$ cat config.mk
export PLATFORM = sky130hd
export DESIGN_NAME = header_compression_feedback_builder
export DESIGN_NICKNAME = d
export VERILOG_FILES = /design/src/design/hcfb_pkg.sv /design/src/design/hcfb_req_buf.sv /design/src/design/hcfb_layout.sv /design/src/design/hcfb_emit.sv /design/src/design/header_compression_feedback_builder.sv
export VERILOG_INCLUDE_DIRS = /design/src /design/src/design
export SDC_FILE = /design/constraint.sdc
export NUM_CORES = 1
export LEC_CHECK = 0
export BUFFER_PORTS_ARGS = -buffer_cell sky130_fd_sc_hd__buf_4
export CORE_MARGIN = 5
export CORE_UTILIZATION = 35
export CTS_CLUSTER_DIAMETER = 40
export DETAILED_ROUTE_END_ITERATION = 10
export PLACE_DENSITY = 0.61
export SLEW_MARGIN = 20
export SYNTH_ARGS = -nofsm -noshare
export SYNTH_HDL_FRONTEND = slang
export SYNTH_HIERARCHICAL = 1
export SYNTH_SLANG_ARGS = --single-unit
$ cat constraint.sdc
create_clock -name clk -period 7.9 [get_ports clk]
set_input_delay 1.185 -clock clk [delete_from_list [all_inputs] [get_ports clk]]
set_output_delay 1.185 -clock clk [all_outputs]
set_load 0.02 [all_outputs]
$ cat src/design/header_compression_feedback_builder_defines.svh
// Assertion macros for the header-compression feedback builder.
// Included by the top level; depends on nothing else.
`ifndef HEADER_COMPRESSION_FEEDBACK_BUILDER_DEFINES_SVH
`define HEADER_COMPRESSION_FEEDBACK_BUILDER_DEFINES_SVH

// Check that a condition implies a consequence in the same cycle.
`define HCFB_ASSERT_SAME(label, clk, rst_n, cond, cons, msg) \
    label: assert property (@(posedge clk) disable iff (!rst_n) (cond) |-> (cons)) \
        else $error(msg);

// Check that a condition implies a consequence in the next cycle.
`define HCFB_ASSERT_NEXT(label, clk, rst_n, cond, cons, msg) \
    label: assert property (@(posedge clk) disable iff (!rst_n) (cond) |=> (cons)) \
        else $error(msg);

`endif

$ cat src/design/hcfb_pkg.sv
// Shared types, constants and the byte-wise CRC-8 for the feedback builder.
// No dependencies.
package hcfb_pkg;

    localparam int TDATA_W = 56;
    localparam int IDX_W   = 4;

    localparam logic [7:0] SN_OPT_HDR      = 8'h41;
    localparam logic [7:0] CRC_OPT_HDR     = 8'h11;
    localparam logic [7:0] CRC8_INIT       = 8'hFF;
    localparam logic [7:0] CRC8_POLY_REFL  = 8'hE0;
    localparam logic [3:0] SMALL_CID_HDR   = 4'hE;
    localparam logic [1:0] LARGE_CID_HDR   = 2'b10;

    // One feedback request
    typedef struct packed {
        logic        mode;
        logic [1:0]  ack_type;
        logic [1:0]  operating_mode;
        logic [31:0] sequence_number;
        logic [13:0] context_id;
        logic        add_crc;
    } hcfb_req_t;

    // One byte of the packet as chosen by the layout logic
    typedef struct packed {
        logic [7:0] data;
        logic       last;
    } hcfb_byte_t;

    // Emitter status toward the input buffer and the top level
    typedef struct packed {
        logic busy;
        logic take;
        logic step_last;
    } hcfb_emit_stat_t;

    // Fold one byte into the reflected CRC-8 (poly 0x07, LSB first)
    function automatic logic [7:0] crc8_byte(input logic [7:0] crc, input logic [7:0] data);
        logic [7:0] c;
        c = crc ^ data;
        for (int b = 0; b < 8; b++)
        begin
            if (c[0])
            begin
                c = (c >> 1) ^ CRC8_POLY_REFL;
            end
            else
            begin
                c = c >> 1;
            end
        end
        return c;
    endfunction

endpackage

$ cat src/design/hcfb_req_buf.sv
// Input register for feedback requests, one entry deep.
// Depends on hcfb_pkg.
module hcfb_req_buf (
    input  logic              clk,
    input  logic              rst_n,
    input  logic              in_valid,
    output logic              in_ready,
    input  hcfb_pkg::hcfb_req_t in_req,
    input  logic              take,
    output logic              held_valid,
    output hcfb_pkg::hcfb_req_t held_req
);

    logic                valid_reg;
    logic                valid_next;
    hcfb_pkg::hcfb_req_t req_reg;

    // Accept when empty or when the held request leaves this cycle
    assign in_ready = !valid_reg || take;

    always_comb
    begin
        valid_next = valid_reg;
        if (in_valid && in_ready)
        begin
            valid_next = 1'b1;
        end
        else if (take)
        begin
            valid_next = 1'b0;
        end
    end

    // Clear the flag under reset
    always_ff @(posedge clk or negedge rst_n)
    begin
        if (!rst_n)
        begin
            valid_reg <= 1'b0;
        end
        else
        begin
            valid_reg <= valid_next;
        end
    end

    // Capture payload on each transfer
    always_ff @(posedge clk)
    begin
        if (in_valid && in_ready)
        begin
            req_reg <= in_req;
        end
    end

    assign held_valid = valid_reg;
    assign held_req   = req_reg;

endmodule

$ cat src/design/hcfb_layout.sv
// Packet layout: picks the byte at a given position of the feedback packet.
// Depends on hcfb_pkg (request type, option codes, CRC-8 step).
module hcfb_layout (
    input  hcfb_pkg::hcfb_req_t        req,
    input  logic                       large_cid,
    input  logic [hcfb_pkg::IDX_W-1:0] idx,
    input  logic [7:0]                 crc,
    output hcfb_pkg::hcfb_byte_t       out_byte
);

    logic [1:0]                 pre_len;
    logic [1:0]                 opts;
    logic                       crc_on;
    logic                       cid_long;
    logic [hcfb_pkg::IDX_W-1:0] pkt_len;
    logic [hcfb_pkg::IDX_W-1:0] body_idx;
    logic [hcfb_pkg::IDX_W-1:0] opt_end;
    logic [7:0]                 pre_byte;
    logic [7:0]                 body_byte;
    logic [7:0]                 head_byte;
    logic [3:0]                 head_nib;
    logic [1:0]                 opt_sel;

    // Select SN byte number sel (0 = lowest)
    function automatic logic [7:0] sn_byte(input logic [31:0] sn, input logic [1:0] sel);
        logic [7:0] r;
        case (sel)
            2'd0:    r = sn[7:0];
            2'd1:    r = sn[15:8];
            2'd2:    r = sn[23:16];
            default: r = sn[31:24];
        endcase
        return r;
    endfunction

    // Sizes of the prefix, the SN options and the whole packet
    always_comb
    begin
        cid_long = |req.context_id[13:7];
        if (large_cid)
        begin
            pre_len = cid_long ? 2'd2 : 2'd1;
        end
        else
        begin
            pre_len = (req.context_id != 14'd0) ? 2'd1 : 2'd0;
        end

        if (req.sequence_number[31:12] == 20'd0)
        begin
            opts = 2'd0;
        end
        else if (req.sequence_number[31:20] == 12'd0)
        begin
            opts = 2'd1;
        end
        else if (req.sequence_number[31:28] == 4'd0)
        begin
            opts = 2'd2;
        end
        else
        begin
            opts = 2'd3;
        end

        crc_on  = req.add_crc & req.mode;
        opt_end = 4'd2 + {1'b0, opts, 1'b0};
        if (req.mode)
        begin
            pkt_len = {2'b00, pre_len} + opt_end + {2'b00, crc_on, 1'b0};
        end
        else
        begin
            pkt_len = {2'b00, pre_len} + 4'd1;
        end
        body_idx = idx - {2'b00, pre_len};
    end

    // Context-id prefix byte
    always_comb
    begin
        if (large_cid)
        begin
            if (!cid_long)
            begin
                pre_byte = {1'b0, req.context_id[6:0]};
            end
            else if (idx == 4'd0)
            begin
                pre_byte = {hcfb_pkg::LARGE_CID_HDR, req.context_id[13:8]};
            end
            else
            begin
                pre_byte = req.context_id[7:0];
            end
        end
        else
        begin
            pre_byte = {hcfb_pkg::SMALL_CID_HDR, req.context_id[3:0]};
        end
    end

    // Feedback body byte
    always_comb
    begin
        head_nib  = (opts == 2'd3) ? 4'd0
                                   : 4'(sn_byte(req.sequence_number, opts + 2'd1));
        head_byte = {req.ack_type, req.operating_mode, head_nib};
        opt_sel   = opts - body_idx[2:1];
        if (!req.mode)
        begin
            body_byte = req.sequence_number[7:0];
        end
        else if (body_idx == 4'd0)
        begin
            body_byte = head_byte;
        end
        else if (body_idx == 4'd1)
        begin
            body_byte = sn_byte(req.sequence_number, opts);
        end
        else if (body_idx < opt_end)
        begin
            body_byte = body_idx[0] ? sn_byte(req.sequence_number, opt_sel)
                                    : hcfb_pkg::SN_OPT_HDR;
        end
        else if (body_idx == opt_end)
        begin
            body_byte = hcfb_pkg::CRC_OPT_HDR;
        end
        else
        begin
            // CRC data byte: checksum with the slot itself taken as zero
            body_byte = hcfb_pkg::crc8_byte(crc, 8'h00);
        end
    end

    assign out_byte.data = (idx < {2'b00, pre_len}) ? pre_byte : body_byte;
    assign out_byte.last = (idx == pkt_len - 4'd1);

endmodule

$ cat src/design/hcfb_emit.sv
// Byte sequencer: walks the packet, runs the CRC and drives the output register.
// Depends on hcfb_pkg and hcfb_layout.
module hcfb_emit (
    input  logic                        clk,
    input  logic                        rst_n,
    input  logic                        large_cid,
    input  logic                        req_valid,
    input  hcfb_pkg::hcfb_req_t         req_in,
    output hcfb_pkg::hcfb_emit_stat_t   stat,
    output logic                        out_valid,
    input  logic                        out_ready,
    output logic [7:0]                  out_data,
    output logic                        out_last
);

    logic                       busy_reg;
    logic                       busy_next;
    logic [hcfb_pkg::IDX_W-1:0] idx_reg;
    logic [7:0]                 crc_reg;
    logic                       valid_reg;
    logic                       valid_next;
    logic [7:0]                 data_reg;
    logic                       last_reg;
    hcfb_pkg::hcfb_req_t        req_reg;
    hcfb_pkg::hcfb_byte_t       cur;
    logic                       out_free;
    logic                       step;
    logic                       take;

    hcfb_layout u_layout (
        .req       (req_reg),
        .large_cid (large_cid),
        .idx       (idx_reg),
        .crc       (crc_reg),
        .out_byte  (cur)
    );

    // Advance one byte when the output register can take it
    assign out_free = !valid_reg || out_ready;
    assign step     = busy_reg && out_free;
    assign take     = req_valid && (!busy_reg || (step && cur.last));

    always_comb
    begin
        busy_next = busy_reg;
        if (take)
        begin
            busy_next = 1'b1;
        end
        else if (step && cur.last)
        begin
            busy_next = 1'b0;
        end

        valid_next = valid_reg;
        if (step)
        begin
            valid_next = 1'b1;
        end
        else if (out_ready)
        begin
            valid_next = 1'b0;
        end
    end

    // Control state
    always_ff @(posedge clk or negedge rst_n)
    begin
        if (!rst_n)
        begin
            busy_reg  <= 1'b0;
            valid_reg <= 1'b0;
        end
        else
        begin
            busy_reg  <= busy_next;
            valid_reg <= valid_next;
        end
    end

    // Payload: request, position, running CRC and output byte
    always_ff @(posedge clk)
    begin
        if (take)
        begin
            req_reg <= req_in;
            idx_reg <= '0;
            crc_reg <= hcfb_pkg::CRC8_INIT;
        end
        else if (step)
        begin
            idx_reg <= idx_reg + 4'd1;
            crc_reg <= hcfb_pkg::crc8_byte(crc_reg, cur.data);
        end
        if (step)
        begin
            data_reg <= cur.data;
            last_reg <= cur.last;
        end
    end

    assign stat.busy      = busy_reg;
    assign stat.take      = take;
    assign stat.step_last = step && cur.last;

    assign out_valid = valid_reg;
    assign out_data  = data_reg;
    assign out_last  = last_reg;

endmodule

$ cat src/design/header_compression_feedback_builder.sv
// Top level of the header-compression feedback builder.
// Depends on hcfb_pkg, hcfb_req_buf, hcfb_emit and the assertion macro header.
//
//   channel   dir  tdata / tuser / tlast
//   s_*       in   request: tdata ack/opmode/SN/CID/add_crc, tuser mode
//   m_*       out  packet: tdata byte, tlast on the final byte
//   cfg_*     in   large_cid register write
//
// A request of N bytes (1 to 12) leaves the output one byte per cycle while
// m_tready holds, and a waiting next request's first byte follows the last
// byte of the previous one without a gap.
// A request passes the input register, then the sequencer, then the output register.
// Reset clears the valid flags, the sequencer and large_cid (small ids).
// A stalled output holds its byte; requests wait in the one-entry input register.
`include "header_compression_feedback_builder_defines.svh"

module header_compression_feedback_builder (
    input  logic                         clk,
    input  logic                         rst_n,
    input  logic                         s_tvalid,
    output logic                         s_tready,
    // [1:0] ack_type, [3:2] operating_mode, [35:4] sequence_number,
    // [49:36] context_id, [50] add_crc, [55:51] zero
    input  logic [hcfb_pkg::TDATA_W-1:0] s_tdata,
    // [0] mode
    input  logic                         s_tuser,
    output logic                         m_tvalid,
    input  logic                         m_tready,
    // [7:0] packet_byte
    output logic [7:0]                   m_tdata,
    // last_byte
    output logic                         m_tlast,
    input  logic                         cfg_wr_en,
    input  logic                         cfg_wr_data
);

    logic                      large_cid_reg;
    hcfb_pkg::hcfb_req_t       in_req;
    hcfb_pkg::hcfb_req_t       held_req;
    logic                      held_valid;
    hcfb_pkg::hcfb_emit_stat_t stat;

    // Configuration register
    always_ff @(posedge clk or negedge rst_n)
    begin
        if (!rst_n)
        begin
            large_cid_reg <= 1'b0;
        end
        else if (cfg_wr_en)
        begin
            large_cid_reg <= cfg_wr_data;
        end
    end

    // Unpack the request
    assign in_req.mode            = s_tuser;
    assign in_req.ack_type        = s_tdata[1:0];
    assign in_req.operating_mode  = s_tdata[3:2];
    assign in_req.sequence_number = s_tdata[35:4];
    assign in_req.context_id      = s_tdata[49:36];
    assign in_req.add_crc         = s_tdata[50];

    hcfb_req_buf u_req_buf (
        .clk        (clk),
        .rst_n      (rst_n),
        .in_valid   (s_tvalid),
        .in_ready   (s_tready),
        .in_req     (in_req),
        .take       (stat.take),
        .held_valid (held_valid),
        .held_req   (held_req)
    );

    hcfb_emit u_emit (
        .clk       (clk),
        .rst_n     (rst_n),
        .large_cid (large_cid_reg),
        .req_valid (held_valid),
        .req_in    (held_req),
        .stat      (stat),
        .out_valid (m_tvalid),
        .out_ready (m_tready),
        .out_data  (m_tdata),
        .out_last  (m_tlast)
    );

    // A request enters the sequencer only from a full input register
    `HCFB_ASSERT_SAME(a_take_needs_req, clk, rst_n, stat.take, held_valid, "take without request")
    // A taken request makes the sequencer busy
    `HCFB_ASSERT_NEXT(a_take_busy, clk, rst_n, stat.take, stat.busy, "sequencer not busy")
    // The final byte of a packet shows up flagged on the output
    `HCFB_ASSERT_NEXT(a_last_out, clk, rst_n, stat.step_last, m_tvalid && m_tlast, "tlast lost")

endmodule

==> impl_metrics.ini, run 1 <==
[status]
status = complete, no violations

[die]
start_util_pct = 35.2
ioPinCount = 74
core-area_sq_mm = 0.0171
dieArea_sq_mm = 0.0199
num_rows = 48
die_height_um = 141
fp.dieW_um = 141

[layout]
drive_gt1_share_pct = 23.2
area_growth_syn_to_layout_pct = 22.2
antennaDiodeCount = 0
final_area_sq_mm = 0.00736
fin_nets = 592
final_cells = 755

[timing]
rsz0062_at_grt = no
period_needed_ns = 6.03
worst_slew_pin_slew_ns = 0.863
maxSlewViolCount = 0
slew_headroom_pct = 42.0
max_freq_mhz = 166
hold_viol_final = 0
finalSetupTns_ns = 0
min_period_over_period_pct = 76.4
setup_viol = 0
fin_worst_skew_ns = 0.00707

[clocking]
clock_latency_ns = 0.42
htreeDepth = 4
clk_pin_slew_ns = 0.06
cts_root_buffer = clkbuf_16
cts_tree = yes
clock_sinks = 129
cts_resized = 0
cts_buffers = 17
cts.path.max_buffers = 2
post-cts-setup-buffers = 0
cts_hold_buf = 0

[route]
via_per_inst = 5.13
wl_per_cell_um = 17.5
first_pass_iters = 5
vias = 3875
drcViolationCount = 0
first_iter_violations = 208
antenna_left = 0
drt_wl_total_um = 13200

[synthesis]
syn_avg_cell_area_sq_um = 13.7
syn-cell-area_sq_mm = 0.00602
syn_nets = 515
yosys_warnings = 6
syn_inst = 440

[run]
max-cap-violations = 0

[placement]
hpwl_um = 9690
io_buffers = 68
placed_area_sq_mm = 0.00678
placed_cells = 723
globalplace.congestion = 0.884

[grt]
overflow = 0
grt_max_degree = 58
grt_pass1_vias = 4000
antenna_found_initial = 0
grt_pass1_wl_um = 21400
grt_usage_pct = 14.0

[power_and_ir_drop]
leakagePower_nw = 2.71
p_per_area_mw_per_mm2 = 448
max-vdd-ir-drop_v = 0.000205

[worst_setup_path]
crit_path_max_fanout = 11
arrival_ns = 4.85
required_ns = 6.71
worstSetupPathType = register to primary output
endpoint_kind = primary output
start_kind = register

[worst_hold_path]
hp-class = register to register
## final timing paths
check / from / cells past startpoint / endpoint / slack (ns)
hold / removal: u_req_buf/held_req[31] / 0 / u_emit/req_reg[31] / 0.42
setup reg to reg: u_emit/req_reg[11] / 19 / u_emit/crc_reg[5] / 1.91
hold reg to reg: u_req_buf/held_req[31] / 0 / u_emit/req_reg[31] / 0.42
min in group asynchronous: rst_n / 1 / u_emit/busy_reg / 0.55
setup / recovery: u_emit/req_reg[35] / 17 / s_tready / 1.87
max in group asynchronous: rst_n / 1 / u_req_buf/held_valid / 7.25
## per-stage QoR
step                      hold slack (ns)  power (mW)  setup slack (ns)  utilization, %
after detailed placement            0.405        2.55              1.87            39.6
after floorplan                     0.400        2.17              1.92               -
after global placement              0.407        2.49              1.98            39.6
after global routing                0.423        3.51              1.40            43.0
after CTS                           0.417        3.33              1.83            43.0
final                               0.416        3.30              1.87            43.0
## layer usage
layer  GRT usage (%)  wire, um
met5               0         0
met4            7.45       439
met2            22.2      6360
met3            3.29       622
met1            17.8      5790
## cell type report
type                    count  area, sq um
repair buffers             71          533
clock buffers              17          425
clock inverters            15          158
inverters                  18         73.8
fillers                  1592         9750
multi-input cells         280         2160
flip-flops and latches    129         3730
well taps                 225          282
## where the power goes
group	switching [mW]	leakage, nW	internal [mW]	total, mW
clock network	0.298	0.266	0.465	0.763
registers	0.107	1.17	0.909	1.02
logic	0.805	1.28	0.716	1.52
total	1.21	2.71	2.09	3.30
## placed cells by master (no fill, tap or decap), types with 3 or more instances in the layout
| cell type | instances |
|---|---|
| or3_1 | 8 |
| a2111oi_0 | 3 |
| nand2_1 | 25 |
| ha_1 | 10 |
| and3_1 | 6 |
| a21oi_1 | 18 |
| xor2_1 | 15 |
| nand2b_1 | 4 |
| nand3_1 | 11 |
| buf_4 | 71 |
| a31oi_1 | 7 |
| clkinvlp_4 | 6 |
| mux2i_1 | 10 |
| and2_1 | 4 |
| o21ai_0 | 21 |
| a41oi_1 | 3 |
| o31ai_1 | 3 |
| nand4_1 | 3 |
| nor3_1 | 6 |
| nor2b_1 | 4 |
| xnor3_1 | 3 |
| a211oi_1 | 6 |
| nor2_1 | 13 |
| o211ai_1 | 5 |
| nor4_1 | 5 |
| o21a_1 | 7 |
| dfrtp_1 | 4 |
| o21ai_1 | 3 |
| xnor2_1 | 22 |
| clkbuf_16 | 17 |
| inv_6 | 4 |
| a211o_1 | 4 |
| edfxtp_1 | 113 |
| dfxtp_1 | 12 |
| inv_1 | 14 |
## critical path: stages, from the launching register on
cell      delay, ns
edfxtp_1       0.43
nor4_1         0.77
and2_1         0.50
a21oi_1        0.24
inv_1          0.14
fa_1           0.17
inv_1          0.05
ha_1           0.18
xnor2_1        0.12
or3_1          0.34
a21oi_1        0.16
o211ai_1       0.11
a211oi_1       0.41
a21bo_1        0.19
nand2_1        0.23
inv_2          0.12
nand2b_4       0.13
buf_4          0.13
Note: power is estimated with default switching activity, not from simulation.
==> run 2: changes to the inputs <==
==> constraint.sdc (replaced) <==
create_clock -name clk -period 5.6 [get_ports clk]
set_input_delay 0.84 -clock clk [delete_from_list [all_inputs] [get_ports clk]]
set_output_delay 0.84 -clock clk [all_outputs]
set_load 0.02 [all_outputs]
==> impl_metrics.ini, run 2 (synthesis gave the netlist of run 1 again) <==
[clocking]
cts_root_buffer = clkbuf_16
cts_buffers = 17
post-cts-setup-buffers = 0
clock_sinks = 129
cts.path.max_buffers = 2
cts_tree = yes
clk_pin_slew_ns = 0.06
clock_latency_ns = 0.42
htreeDepth = 4

[power_and_ir_drop]
comb_power_share_pct = 46.5
p_per_area_mw_per_mm2 = 646
sw_frac_of_total_pct = 35.0
max-vdd-ir-drop_v = 0.000309
p_clk_share_pct = 24.3
seqPwrFrac_pct = 29.3
p_int_mw = 3.18
p_sw_mw = 1.71
leakagePower_nw = 2.81
finalPower_mw = 4.89

[timing]
fin_worst_skew_ns = 0.00779
max_freq_mhz = 187
worst_slew_pin_slew_ns = 0.769
rsz0062_at_grt = no
slew_headroom_pct = 48.2
hold_viol_final = 0
setup_viol = 0
min_period_over_period_pct = 95.7
finalSetupTns_ns = 0
fin_ws_ns = 0.242
period_needed_ns = 5.36
holdWs_ns = 0.209
maxSlewViolCount = 0

[worst_setup_path]
crit_path_max_fanout = 8
r2r-end = u_emit/crc_reg[3]
start_kind = register
crit_chain = nor4_2, nand2_1, o21ai_0, inv_1, ha_1, xnor2_1, or3_1, a21oi_1, o211ai_1, a211oi_2, a21bo_1, nand2_1, clkinvlp_4, nand2b_4, buf_4
regToRegStartpoint = u_emit/req_reg[11]
endpoint = s_tready
arrival_ns = 4.52
cp.depth = 15
required_ns = 4.76
worstSetupPathType = register to primary output
ff2ff_path_depth = 18
cpLargestDelayFamily = simple AND/OR/NAND/NOR gates
max_stage_delay_ns = 0.55
endpoint_kind = primary output
crit_path_start = u_emit/req_reg[40]
path_buf_inv = 3
r2r_slack_ns = 0.30
path_common_cell = nand2_1
cp_slowest_cell = nor4_2

[layout]
final_util_pct = 44.2
area_growth_syn_to_layout_pct = 25.7
final_cells = 768
antennaDiodeCount = 0
fin_nets = 607
final_cell_mix = 113 x edfxtp_1, 85 x buf_4, 25 x nand2_1
final_area_sq_mm = 0.00757
drive_gt1_share_pct = 26.2
nFillCells = 1588
final_common_cell = edfxtp_1

[status]
status = complete, no violations

[route]
via_per_inst = 5.20
first_pass_iters = 7
drt_wl_total_um = 13600
first_iter_violations = 286
vias = 3991
wl_per_cell_um = 17.7
drcViolationCount = 0
antenna_left = 0

[grt]
grt_usage_pct = 14.1
grt_pass1_wl_um = 21400
antenna_found_initial = 0
grt_pass1_vias = 4061
grt_max_degree = 58
overflow = 0

[die]
die_height_um = 141
core-area_sq_mm = 0.0171
start_util_pct = 35.2
fp.dieW_um = 141
dieArea_sq_mm = 0.0199
num_rows = 48
ioPinCount = 74

[placement]
hpwl_um = 9920
pre_cts_ws_ns = 0.237
placed_area_sq_mm = 0.00691
placed_cells = 738
globalplace.congestion = 0.833
io_buffers = 68

[worst_hold_path]
hp-class = primary input to async pin

[run]
max-cap-violations = 0
-- run 2: area by class of cell --
type                       instances  area [sq um]  share of cell area (%)
clock buffer                      17           425                    5.62
clock inverter                    13           211                    2.79
inverter                          18          77.6                    1.02
multi-input combinational        280          2190                    28.9
sequential                       129          3730                    49.3
tap                              225           282                    3.72
timing repair buffer              86           658                    8.69
-- run 2: worst min-delay path by stage --
stage | start | to | slack, ns | depth (start not counted)
6_report | rst_n | large_cid_reg | 0.21 | 1
5_1_grt | rst_n | u_req_buf/held_valid | 0.19 | 1
4_1_cts | rst_n | u_req_buf/held_valid | 0.19 | 1
3_5_place_dp | u_req_buf/held_req[44] | u_emit/req_reg[44] | 0.40 | 0
3_3_place_gp | u_req_buf/held_req[15] | u_emit/req_reg[15] | 0.41 | 0
2_1_floorplan | u_req_buf/held_req[0] | u_emit/req_reg[0] | 0.40 | 0
-- run 2: power groups by stage --
stage,sequential [mW],clock (mW),combinational [mW]
6_report,1.43,1.19,2.27
5_1_grt,1.45,1.25,2.48
4_1_cts,1.43,1.22,2.26
3_5_place_dp,1.45,0,2.25
3_3_place_gp,1.45,0,2.21
2_1_floorplan,1.44,0,1.61
-- run 2: per-layer routing --
metal  up-vias  routed length [um]  GRT usage [%]  part of all wire (%)
met5         -                   0              0                     0
met4         0                 241           6.02                   1.8
met3        18                 794           3.53                   5.9
met2       143                6650           22.6                    49
met1      1938                5890           18.3                    43
li1       1892                   -              -                     -
-- run 2: worst reg2reg max path, cell delays in order (launching register included) --
cell and delay, ns:
edfxtp_1 0.39, or4_4 0.57, o21ai_1 0.21, inv_1 0.13, a31oi_2 0.26, ha_1 0.24, fa_1 0.47, inv_1 0.08
ha_1 0.19, xor2_2 0.19, xor2_1 0.21, buf_4 0.25, mux4_2 0.34, a221oi_1 0.25, o21ai_0 0.32, xnor2_2 0.35
xnor3_1 0.38, or3_1 0.32, nand3_1 0.08
-- run 2: timing repair --
item                       CTS  global route
gates resized for setup      0             5
hold buffers                 0             0
setup endpoints to repair    0             6
